File: src/rtl/smtt_pkg.sv
`default_nettype none
package smtt_pkg;

  localparam int DELAY_W = 31;
  localparam int MSG_ID_W = 16;
  localparam int LIMIT_W = 6;
  localparam int COUNT_W = 6;

  // operation codes
  localparam logic [2:0] OP_TICK   = 3'd0;
  localparam logic [2:0] OP_SCHED  = 3'd1;
  localparam logic [2:0] OP_CANCEL = 3'd2;
  localparam logic [2:0] OP_EXISTS = 3'd3;
  localparam logic [2:0] OP_COUNT  = 3'd4;
  localparam logic [2:0] OP_LIST   = 3'd5;

  // result kinds
  localparam logic [2:0] KIND_POST      = 3'd0;
  localparam logic [2:0] KIND_HOUSEKEEP = 3'd1;
  localparam logic [2:0] KIND_DONE      = 3'd2;
  localparam logic [2:0] KIND_FULL      = 3'd3;
  localparam logic [2:0] KIND_LISTED    = 3'd4;

  typedef struct packed {
    logic [2:0]          op;
    logic                core;
    logic [DELAY_W-1:0]  delay_ms;
    logic [MSG_ID_W-1:0] msg_id;
    logic [LIMIT_W-1:0]  list_limit;
  } cmd_t;

  typedef struct packed {
    logic [2:0]          kind;
    logic                core_res;
    logic [MSG_ID_W-1:0] msg_id_res;
    logic                flag;
    logic [COUNT_W-1:0]  count;
    logic                last;
  } res_t;

endpackage
`default_nettype wire

File: src/rtl/scheduled_message_timer_table_core.sv
`default_nettype none
// One-shot timer table. Pulse start with a command while busy is low; busy
// drops in the cycle that carries the item's final beat (last set). Result
// beats appear on result for a single cycle each, qualified by strobe, and
// cannot be held off by the receiver. Every operation but an unused op code
// walks the slot table one slot per cycle through the single slot memory
// and one shared decrement/compare unit. The next command is taken once busy
// is low again. Up to one beat comes out per cycle.
module scheduled_message_timer_table_core import smtt_pkg::*; #(
  parameter int SLOTS = 32,
  parameter int HOUSEKEEP_BITS = 4,
  parameter int ID_BITS = 16
) (
  input  wire logic clk,
  input  wire logic rst,
  input  wire logic start,
  output logic      busy,
  input  wire cmd_t cmd,
  output logic      strobe,
  output res_t      result
);

  localparam int AW = (SLOTS > 1) ? $clog2(SLOTS) : 1;
  localparam int IW = $clog2(SLOTS + 1);
  localparam int DW = DELAY_W + 1 + ID_BITS;

  typedef enum logic [3:0] {
    ST_IDLE = 4'b0001,
    ST_SCAN = 4'b0010,
    ST_HK   = 4'b0100,
    ST_DONE = 4'b1000
  } state_t;

  state_t                    state;
  cmd_t                      cmd_q;
  logic [SLOTS-1:0]          slot_busy;
  logic [IW-1:0]             idx;
  logic [IW-1:0]             scan_end;
  logic                      p1_valid;
  logic [AW-1:0]             p1_idx;
  logic [COUNT_W-1:0]        cnt;
  logic                      flag;
  logic                      found;
  logic [HOUSEKEEP_BITS-1:0] hk;
  logic [HOUSEKEEP_BITS-1:0] hk_next;

  logic [AW-1:0]      idx_a;
  logic               scan_go;
  logic [ID_BITS-1:0] key_id;

  // slot memory signals
  logic               ram_we;
  logic [AW-1:0]      ram_waddr;
  logic [DW-1:0]      ram_wdata;
  logic [DW-1:0]      ram_rdata;
  logic [DELAY_W-1:0] rd_rem;
  logic               rd_core;
  logic [ID_BITS-1:0] rd_id;

  // shared unit outputs
  logic [DELAY_W-1:0] rem_dec;
  logic               p1_busy;
  logic               p1_match;
  logic               tick_live;
  logic               tick_fire;

  logic emit;
  res_t emit_res;

  assign busy    = (state != ST_IDLE);
  assign idx_a   = idx[AW-1:0];
  assign scan_go = (idx < scan_end);
  assign key_id  = ID_BITS'(cmd_q.msg_id);
  assign hk_next = hk + 1'b1;

  assign {rd_rem, rd_core, rd_id} = ram_rdata;

  smtt_ram #(
    .WIDTH(DW),
    .DEPTH(SLOTS)
  ) u_slot_ram (
    .clk  (clk),
    .we   (ram_we),
    .waddr(ram_waddr),
    .wdata(ram_wdata),
    .raddr(idx_a),
    .rdata(ram_rdata)
  );

  // decrement and compare on the slot read last cycle
  always_comb begin
    p1_busy   = slot_busy[p1_idx];
    rem_dec   = rd_rem - 1'b1;
    p1_match  = p1_busy && (rd_id == key_id);
    tick_live = p1_busy && (rd_rem != '0);
    tick_fire = tick_live && (rem_dec == '0);
  end

  // slot memory write: schedule fill or tick write-back
  always_comb begin
    ram_we    = 1'b0;
    ram_waddr = p1_idx;
    ram_wdata = {rem_dec, rd_core, rd_id};
    if (state == ST_SCAN && cmd_q.op == OP_SCHED && scan_go && !slot_busy[idx_a]) begin
      ram_we    = 1'b1;
      ram_waddr = idx_a;
      ram_wdata = {cmd_q.delay_ms, cmd_q.core, key_id};
    end else if (state == ST_SCAN && p1_valid && cmd_q.op == OP_TICK && tick_live) begin
      ram_we = 1'b1;
    end
  end

  // result beat selection
  always_comb begin
    emit     = 1'b0;
    emit_res = '0;
    case (state)
      ST_SCAN: begin
        if (p1_valid && cmd_q.op == OP_TICK && tick_fire) begin
          emit                = 1'b1;
          emit_res.kind       = KIND_POST;
          emit_res.core_res   = rd_core;
          emit_res.msg_id_res = MSG_ID_W'(rd_id);
        end else if (p1_valid && cmd_q.op == OP_LIST && p1_busy) begin
          emit                = 1'b1;
          emit_res.kind       = KIND_LISTED;
          emit_res.msg_id_res = MSG_ID_W'(rd_id);
        end
      end
      ST_HK: begin
        if (hk_next == '0) begin
          emit          = 1'b1;
          emit_res.kind = KIND_HOUSEKEEP;
        end
      end
      ST_DONE: begin
        emit           = 1'b1;
        emit_res.kind  = (cmd_q.op == OP_SCHED && !found) ? KIND_FULL : KIND_DONE;
        emit_res.flag  = flag;
        emit_res.count = cnt;
        emit_res.last  = 1'b1;
      end
      default: begin
        emit = 1'b0;
      end
    endcase
  end

  // sequencer and slot walk
  always_ff @(posedge clk) begin
    if (rst) begin
      state     <= ST_IDLE;
      slot_busy <= '0;
      hk        <= '0;
      p1_valid  <= 1'b0;
    end else begin
      case (state)
        ST_IDLE: begin
          if (start) begin
            cmd_q <= cmd;
            idx   <= '0;
            cnt   <= '0;
            flag  <= 1'b0;
            found <= 1'b0;
            state <= ST_SCAN;
            if (cmd.op == OP_LIST) begin
              if (int'(cmd.list_limit) >= SLOTS) begin
                scan_end <= IW'(SLOTS);
              end else begin
                scan_end <= IW'(cmd.list_limit);
              end
            end else if (cmd.op == OP_TICK || cmd.op == OP_SCHED || cmd.op == OP_CANCEL ||
                         cmd.op == OP_EXISTS || cmd.op == OP_COUNT) begin
              scan_end <= IW'(SLOTS);
            end else begin
              scan_end <= '0;
            end
          end
        end
        ST_SCAN: begin
          // issue side
          if (scan_go) begin
            idx <= idx + 1'b1;
            if (cmd_q.op == OP_SCHED) begin
              if (!slot_busy[idx_a]) begin
                slot_busy[idx_a] <= 1'b1;
                found            <= 1'b1;
                state            <= ST_DONE;
              end
            end else begin
              p1_valid <= 1'b1;
              p1_idx   <= idx_a;
            end
          end else begin
            p1_valid <= 1'b0;
            if (!p1_valid) begin
              state <= (cmd_q.op == OP_TICK) ? ST_HK : ST_DONE;
            end
          end
          // evaluate side
          if (p1_valid) begin
            case (cmd_q.op)
              OP_TICK: begin
                if (tick_fire) begin
                  slot_busy[p1_idx] <= 1'b0;
                end
              end
              OP_CANCEL: begin
                if (p1_match) begin
                  slot_busy[p1_idx] <= 1'b0;
                  cnt               <= cnt + 1'b1;
                end
              end
              OP_EXISTS: begin
                if (p1_match) begin
                  flag <= 1'b1;
                end
              end
              OP_COUNT: begin
                if (p1_busy) begin
                  cnt <= cnt + 1'b1;
                end
              end
              OP_LIST: begin
                if (p1_busy) begin
                  cnt  <= cnt + 1'b1;
                  flag <= 1'b1;
                end
              end
              default: begin
                flag <= flag;
              end
            endcase
          end
        end
        ST_HK: begin
          hk    <= hk_next;
          state <= ST_DONE;
        end
        ST_DONE: begin
          state <= ST_IDLE;
        end
        default: begin
          state <= ST_IDLE;
        end
      endcase
    end
  end

  // output beat register
  always_ff @(posedge clk) begin
    if (rst) begin
      strobe <= 1'b0;
    end else begin
      strobe <= emit;
    end
  end

  always_ff @(posedge clk) begin
    result <= emit_res;
  end

endmodule
`default_nettype wire

File: src/rtl/smtt_ram.sv
`default_nettype none
module smtt_ram #(
  parameter int WIDTH = 8,
  parameter int DEPTH = 32
) (
  input  wire logic                                   clk,
  input  wire logic                                   we,
  input  wire logic [((DEPTH > 1) ? $clog2(DEPTH) : 1)-1:0] waddr,
  input  wire logic [WIDTH-1:0]                       wdata,
  input  wire logic [((DEPTH > 1) ? $clog2(DEPTH) : 1)-1:0] raddr,
  output logic      [WIDTH-1:0]                       rdata
);

  logic [WIDTH-1:0] mem [DEPTH];

  // one write port, one registered read port
  always_ff @(posedge clk) begin
    if (we) begin
      mem[waddr] <= wdata;
    end
    rdata <= mem[raddr];
  end

endmodule
`default_nettype wire

File: config.mk
export PLATFORM = sky130hd
export DESIGN_NAME = scheduled_message_timer_table_core
export DESIGN_NICKNAME = d
export VERILOG_FILES = /design/src/rtl/smtt_pkg.sv /design/src/rtl/scheduled_message_timer_table_core.sv /design/src/rtl/smtt_ram.sv
export SDC_FILE = /design/constraint.sdc
export NUM_CORES = 2
export LEC_CHECK = 0
export BUFFER_PORTS_ARGS = -buffer_cell sky130_fd_sc_hd__buf_2
export CAP_MARGIN = 20
export CORE_UTILIZATION = 50
export CTS_BUF_LIST = sky130_fd_sc_hd__clkbuf_16
export CTS_CLUSTER_DIAMETER = 200
export DETAILED_ROUTE_END_ITERATION = 8
export PLACE_DENSITY = 0.74
export SLEW_MARGIN = 25
export SYNTH_ARGS = -nofsm -noshare
export SYNTH_HDL_FRONTEND = slang
export SYNTH_HIERARCHICAL = 1
export SYNTH_SLANG_ARGS = --single-unit
File: constraint.sdc
create_clock -name clk -period 10.19 [get_ports clk]
set_input_delay 2.038 -clock clk [delete_from_list [all_inputs] [get_ports clk]]
set_output_delay 2.038 -clock clk [all_outputs]
set_load 0.005 [all_outputs]
Yosys cells after proc, flatten, opt, wreduce, memory -nomap -nowiden

Memory sizes are Yosys's and may differ from the RTL's. A register that Yosys moved wholly into a read port is not among the register bits.
Index checks and enable logic that the tools add are counted.
W data, S select, Z words.

Latch bits: 0
Memory bits (read-only): 0
Bits in registers: 146
Memories kept: 1
RAM bits: 1536
Bits of input ports: 60

Order comparisons: 6
Shift-type cells: 0
Eq/ne operators: 31
Add/subtract/negate cells: 4
Reduce and logical (&&, ||, !) cells: 38
Multiplexer cells: 65
Multipliers: 0
Bitwise gates (word level): 5
Div/mod/pow operators: 0

Memories:

| memory         | depth | width | rd ports | clocked after Yosys merged registers in | write ports | RTL line       | text |
|---|---|---|---|---|---|---|---|
| u_slot_ram.mem | 32    | 48    | 1        | 1                                       | 1           | smtt_ram.sv:14 | `logic [WIDTH-1:0] mem [DEPTH];` |

Operator list:

| kind                    | number |
|---|---|
| $mux W32                | 8 |
| $pmux W32 S2            | 1 |
| $mux W48                | 1 |
| $mux W6                 | 8 |
| $pmux W6 S2             | 3 |
| $and A32 B32 Y32        | 1 |
| $mux W16                | 2 |
| $not A32 Y32            | 1 |
| $or A32 B32 Y32         | 1 |
| $logic_not A31 Y1       | 1 |
| $reduce_bool A31 Y1     | 1 |
| $sub A31 B1 Y31 const B | 1 |
| $mux W4                 | 6 |
| $mux W1                 | 23 |
| $ne A3 B3 Y1 const B    | 6 |
| $eq A16 B16 Y1          | 1 |
| $logic_and A1 B1 Y1     | 16 |
| $reduce_and A7 Y1       | 2 |
| $add A6 B1 Y6 const B   | 2 |
| $eq A3 B2 Y1 const B    | 4 |
| $eq A3 B3 Y1 const B    | 4 |
| $lt A5 B6 Y1 const B    | 2 |
| $pmux W4 S3             | 1 |
| $reduce_and A4 Y1       | 3 |
| 31 further kinds        | 50 |

Depth between registers and ports, before layout

Word-level depth: 14
Depth in mapped cells: 14
Gate-level depth less buffers: 11

Modules after synthesis

The synthesis kept the hierarchy.

Modules (own cells, without submodules):

| module                             | instances | cells each | seq. area each (sq um) | area each (sq um) |
|---|---|---|---|---|
| smtt_ram                           | 1         | 3364       | 47085.2                | 60724.5 |
| scheduled_message_timer_table_core | 1         | 756        | 3683.5                 | 7820.0 |

Worst setup path after synthesis

Ideal clock, no wire load.

Path type: reg-to-reg
Start: register idx[0]
End: memory u_slot_ram/mem[12][0] in the netlist's numbering, enable pin
Setup time: 454 ps
Cell stages (with the launch flop): 14
Path buffers: 4
Arrival time: 5560 ps
Setup slack: 4176 ps
Cell sequence: edfxtp_1 > buf_1 > mux4_2 > nand2_1 > nand4_1 > a31oi_1 > nand2_1 > clkbuf_1 > clkbuf_1 > nand2_1 > o21ai_0 > or3b_2 > clkbuf_1 > nor2_1

RTL lines:

| what                          | RTL line                                  | text |
|---|---|---|
| start: declaration            | scheduled_message_timer_table_core.sv:37  | `logic [IW-1:0] idx;` |
| start signal: assignment      | scheduled_message_timer_table_core.sv:183 | `idx <= idx + 1'b1;` |
| $bmux W1 S5                   | scheduled_message_timer_table_core.sv:104 | `if (state == ST_SCAN && cmd_q.op == OP_SCHED && scan_go && !slot_busy[idx_a]) begin` |
| $mux W1 (not written as such) | scheduled_message_timer_table_core.sv:104 |  |
| $logic_not A1 Y1              | n/a                                       |  |
| $logic_and A1 B1 Y1 (*)       | scheduled_message_timer_table_core.sv:104 |  |
| $mux W5 (*)                   | scheduled_message_timer_table_core.sv:104 |  |
| net ram_waddr[1]              | scheduled_message_timer_table_core.sv:53  | `logic [AW-1:0] ram_waddr;` |
| end: declaration              | smtt_ram.sv:14                            |  |

Mark *: on every way through the listed nets, which the timed path passes. The rest lies on a longest branch. The select of a mux whose other input is x is not followed.

Worst setup path after layout

Start: register idx[1]
End: memory u_slot_ram/mem[9][5] in the netlist's numbering, enable pin

The elaborated chain is that of the path after synthesis.

==> flow_metrics.env <==
export IMPL_cts_root_buf="sky130_fd_sc_hd__clkbuf_16"
export IMPL_die_outline_width_um=372
export IMPL_r2r_start="idx[1]"
export IMPL_syn_inst=4120
export IMPL_initialDrtViolationCount=4595
export IMPL_endpoint_kind="register"
export IMPL_hold_worst_slack_ns=0.499
export IMPL_postPlaceCellArea_um2=70900
export IMPL_timing_worst_slew_pin_value_ns=1.09
export IMPL_static_leakage_power_uw=0.0264
export IMPL_final_number_of_hold_violating_endpoints=0
export IMPL_grt_usage=0.237
export IMPL_drv_slew=0
export IMPL_run_status="completed"
export IMPL_setup_viol=0
export IMPL_synth_net_count=4195
export IMPL_htree_levels=4
export IMPL_ys_ff_latch=1730
export IMPL_pin_count_of_the_biggest_net_entering_global_routing=129
export IMPL_synth_seq_area_share=0.741
export IMPL_fraction_of_synthesized_area_in_multiplexers=0.121
export IMPL_timing_hold_worst_start="cnt[5]"
export IMPL_cts_hold_buffers=0
export IMPL_clkLatencyLatePin_ns=0.81
export IMPL_share_of_flip_flops_with_an_asynchronous_set_or_reset=0
export IMPL_detail_route_antenna_nets=0
export IMPL_syn2layout_area_growth_pct=11.2
export IMPL_critPathRequiredTime_ns=10.60
export IMPL_seq_area_um2=50800
export IMPL_clock_tree_from_tritoncts="built"
export IMPL_globalRoute_totalOverflow=0
export IMPL_gp_congestion=0.837
export IMPL_placeableCoreArea_um2=136000
export IMPL_i_o_pins=90
export IMPL_detail_route_drc_violations=0
export IMPL_drv_max_cap_violation_count=0
export IMPL_finish_net_count=4309
export IMPL_synth_top_family_by_area="multiplexers"
export IMPL_crit_path_max_fanout=59
export IMPL_clk_pin_slew_worst_paths_ns=0.06
export IMPL_peakVddDrop_uv=172
export IMPL_worst_setup_path_startpoint="idx[1]"
export IMPL_clock_fmax_ghz=0.158
export IMPL_relSlewSlack=0.271
export IMPL_startpoint_type="register"
export IMPL_floorplan_die_area_um2=139000
export IMPL_timing_rr_end="u_slot_ram/mem[9][5]"
export IMPL_rsz0062_at_grt="no"
export IMPL_floorplan_initialDensity=0.505
export IMPL_clock_skew_final_ns=0.0382
export IMPL_initial_antenna_violation_count=1
export IMPL_postCtsSetupRepairBufs=0
export IMPL_drtPass1Iterations=5
export IMPL_arrival_ns=6.72
export IMPL_synth_yosys_warnings=6
export IMPL_drt_wl_total_um=165000
export IMPL_critical_path_endpoint="u_slot_ram/mem[9][5]"
export IMPL_yosys_most_used_dff="sky130_fd_sc_hd__edfxtp_1"
export IMPL_dp_worst_setup_slack_ns=4.01
export IMPL_mappedNetlistArea_um2=68500
export IMPL_synth_fa_ha_area_frac=0.00274
export IMPL_routedWlPerCell_um=26.8
export IMPL_synth_xor_area_share=0.00703
export IMPL_cts_sink_count=1730
export IMPL_portBuffers=89
export IMPL_place_hpwl_um=88500
export IMPL_syn_avg_cell_area_um2=16.6
export IMPL_worst_setup_path_type="reg2reg"
export IMPL_placementRows=135
export IMPL_synth_edf_count=1612
export IMPL_vias_in_the_first_global_route=36850
export IMPL_fin_area_um2=76200
export IMPL_post_drt_via_cell_ratio=6.14
export IMPL_min_delay_path_class="reg2reg"
export IMPL_postLayoutSetupSlackWorst_ns=3.88
export IMPL_final_layout_size_suffix_gt1_frac=0.119
export IMPL_period_minus_slack_ns=6.31
export IMPL_power_per_cell_area_nw_per_um2=207
export IMPL_setup_tns_final_ns=0
export IMPL_min_period_over_period=0.619
export IMPL_cts_buffers=166
export IMPL_cts_resized_gates=0
export IMPL_synth_simple_gate_area_frac=0.0472
export IMPL_worst_r2r_cell_count=12
export IMPL_clock_tree_buffer_depth=3
export IMPL_netlist_cell_type_count=66
export IMPL_r2r_setup_slk_ns=3.88
export IMPL_global_route_wire_length_before_repair_um=241000
export IMPL_multiInputGateArea_um2=16600
export IMPL_die_y_um=372
export IMPL_synth_compound_gate_area_share=0.0585
export IMPL_post_route_util=0.561
export IMPL_nFillCells=10236
export IMPL_vias=37805
-- layout make-up --
cell class,instances,share of cell area
Sequential cell,1730,0.666
Multi-Input combinational cell,2129,0.218
Clock buffer,169,0.0555
Tap cell,1781,0.0292
Timing Repair Buffer,188,0.0160
Clock inverter,140,0.0148
Inverter,19,0.000935
Antenna cell,1,0.0000328
-- cell families (layout without fill, tap and decap cells) --
logic type,after synthesis,in the layout
compound gates,576,576
xor+xnor,55,55
fa+ha+maj,15,15
buf+inv,261,516
flops,1730,1730
mux,813,813
other cells,0,1
simple gates,670,670
-- layer usage --
metal | vias to the layer above | share of wire | GRT usage
met5 | - | 0.00024 | 0
met4 | 2 | 0.029 | 0.0806
met1 | 19221 | 0.41 | 0.332
li1 | 16427 | - | -
met3 | 292 | 0.088 | 0.0425
met2 | 1863 | 0.47 | 0.374
-- synth_stat cells, types with 11 or more instances --
library cell | instances | area share
sky130_fd_sc_hd__buf_2 | 43 | 0.0031
sky130_fd_sc_hd__o31a_1 | 31 | 0.0040
sky130_fd_sc_hd__inv_1 | 19 | 0.0010
sky130_fd_sc_hd__mux2_2 | 23 | 0.0038
sky130_fd_sc_hd__nand2_1 | 178 | 0.0097
sky130_fd_sc_hd__buf_1 | 13 | 0.00071
sky130_fd_sc_hd__a22o_1 | 96 | 0.012
sky130_fd_sc_hd__ha_1 | 15 | 0.0027
sky130_fd_sc_hd__nand4_1 | 11 | 0.0010
sky130_fd_sc_hd__mux2i_1 | 780 | 0.11
sky130_fd_sc_hd__a21oi_1 | 184 | 0.013
sky130_fd_sc_hd__edfxtp_1 | 1612 | 0.71
sky130_fd_sc_hd__nor2_1 | 138 | 0.0076
sky130_fd_sc_hd__buf_4 | 39 | 0.0043
sky130_fd_sc_hd__dfxtp_1 | 118 | 0.034
sky130_fd_sc_hd__or3_1 | 11 | 0.0010
sky130_fd_sc_hd__a41oi_1 | 33 | 0.0042
sky130_fd_sc_hd__nand3_1 | 157 | 0.011
sky130_fd_sc_hd__a31oi_1 | 52 | 0.0047
sky130_fd_sc_hd__clkbuf_1 | 97 | 0.0053
sky130_fd_sc_hd__nor3_1 | 65 | 0.0047
sky130_fd_sc_hd__and2_1 | 17 | 0.0016
sky130_fd_sc_hd__buf_6 | 46 | 0.0076
sky130_fd_sc_hd__and3_1 | 21 | 0.0019
sky130_fd_sc_hd__a22oi_1 | 146 | 0.016
sky130_fd_sc_hd__xnor2_1 | 45 | 0.0057
-- power breakdown --
group | switching [uW] | leakage (uW) | total (uW) | internal, uW
Clock | 2620 | 0.00276 | 6000 | 3380
Combinational | 1050 | 0.00810 | 1450 | 404
Sequential | 93.9 | 0.0155 | 8300 | 8210
Total | 3760 | 0.0264 | 15800 | 12000
-- stage by stage --
step | total power (uW) | cells
after floorplan | 9330 | 4120
after global placement | 9840 | 5847
after detailed placement | 9880 | 5847
after CTS | 15800 | 6156
after global routing | 16200 | 6156
final | 15800 | 6157
-- registers in the layout, indices dropped and copies added, names as in the netlist, 6 cells and up --
signal	flops
cmd_q	35
cnt	6
idx	6
key_id	16
result	28
scan_end	6
slot_busy	32
u_slot_ram/mem	1536
u_slot_ram/rdata	48
-- worst min path at each step --
stage / cells after the start / slack [ns] / endpoint
floorplan: 2 / 0.40 / result[24]
global placement: 1 / 0.46 / result[7]
detailed placement: 1 / 0.46 / result[7]
CTS: 1 / 0.49 / result[7]
global route: 1 / 0.51 / result[7]
finish: 1 / 0.50 / result[6]
-- critical path, stage by stage, from the launching register on --
cell	delay [ns]
sky130_fd_sc_hd__edfxtp_1	0.88
sky130_fd_sc_hd__ha_1	0.36
sky130_fd_sc_hd__a21o_1	0.15
sky130_fd_sc_hd__a21o_1	0.17
sky130_fd_sc_hd__a21o_1	0.21
sky130_fd_sc_hd__a311oi_4	0.28
sky130_fd_sc_hd__buf_4	0.37
sky130_fd_sc_hd__nand2_4	0.32
sky130_fd_sc_hd__buf_4	0.46
sky130_fd_sc_hd__o21ai_0	0.45
sky130_fd_sc_hd__nand3b_1	0.71
sky130_fd_sc_hd__nor2_4	0.79
sky130_fd_sc_hd__buf_4	0.67
-- cells in the final DEF, fill, tap and decap left out, types with 21 or more instances in the layout --
| master | instances |
|---|---|
| sky130_fd_sc_hd__mux2_2 | 23 |
| sky130_fd_sc_hd__buf_2 | 89 |
| sky130_fd_sc_hd__and3_1 | 21 |
| sky130_fd_sc_hd__clkinv_2 | 26 |
| sky130_fd_sc_hd__clkbuf_16 | 169 |
| sky130_fd_sc_hd__nand3_1 | 157 |
| sky130_fd_sc_hd__a22o_1 | 96 |
| sky130_fd_sc_hd__clkinv_1 | 42 |
| sky130_fd_sc_hd__inv_1 | 58 |
| sky130_fd_sc_hd__mux2i_1 | 780 |
| sky130_fd_sc_hd__edfxtp_1 | 1612 |
| sky130_fd_sc_hd__dfxtp_1 | 118 |
| sky130_fd_sc_hd__buf_4 | 96 |
| sky130_fd_sc_hd__nand2_1 | 176 |
| sky130_fd_sc_hd__nor2_4 | 34 |
| sky130_fd_sc_hd__nor3_1 | 65 |
| sky130_fd_sc_hd__xnor2_1 | 45 |
| sky130_fd_sc_hd__o31a_1 | 31 |
| sky130_fd_sc_hd__a41oi_1 | 33 |
| sky130_fd_sc_hd__nor2_1 | 104 |
| sky130_fd_sc_hd__a31oi_1 | 50 |
| sky130_fd_sc_hd__a22oi_1 | 146 |
| sky130_fd_sc_hd__a21oi_1 | 173 |
Power figures use the tool's default switching activity.
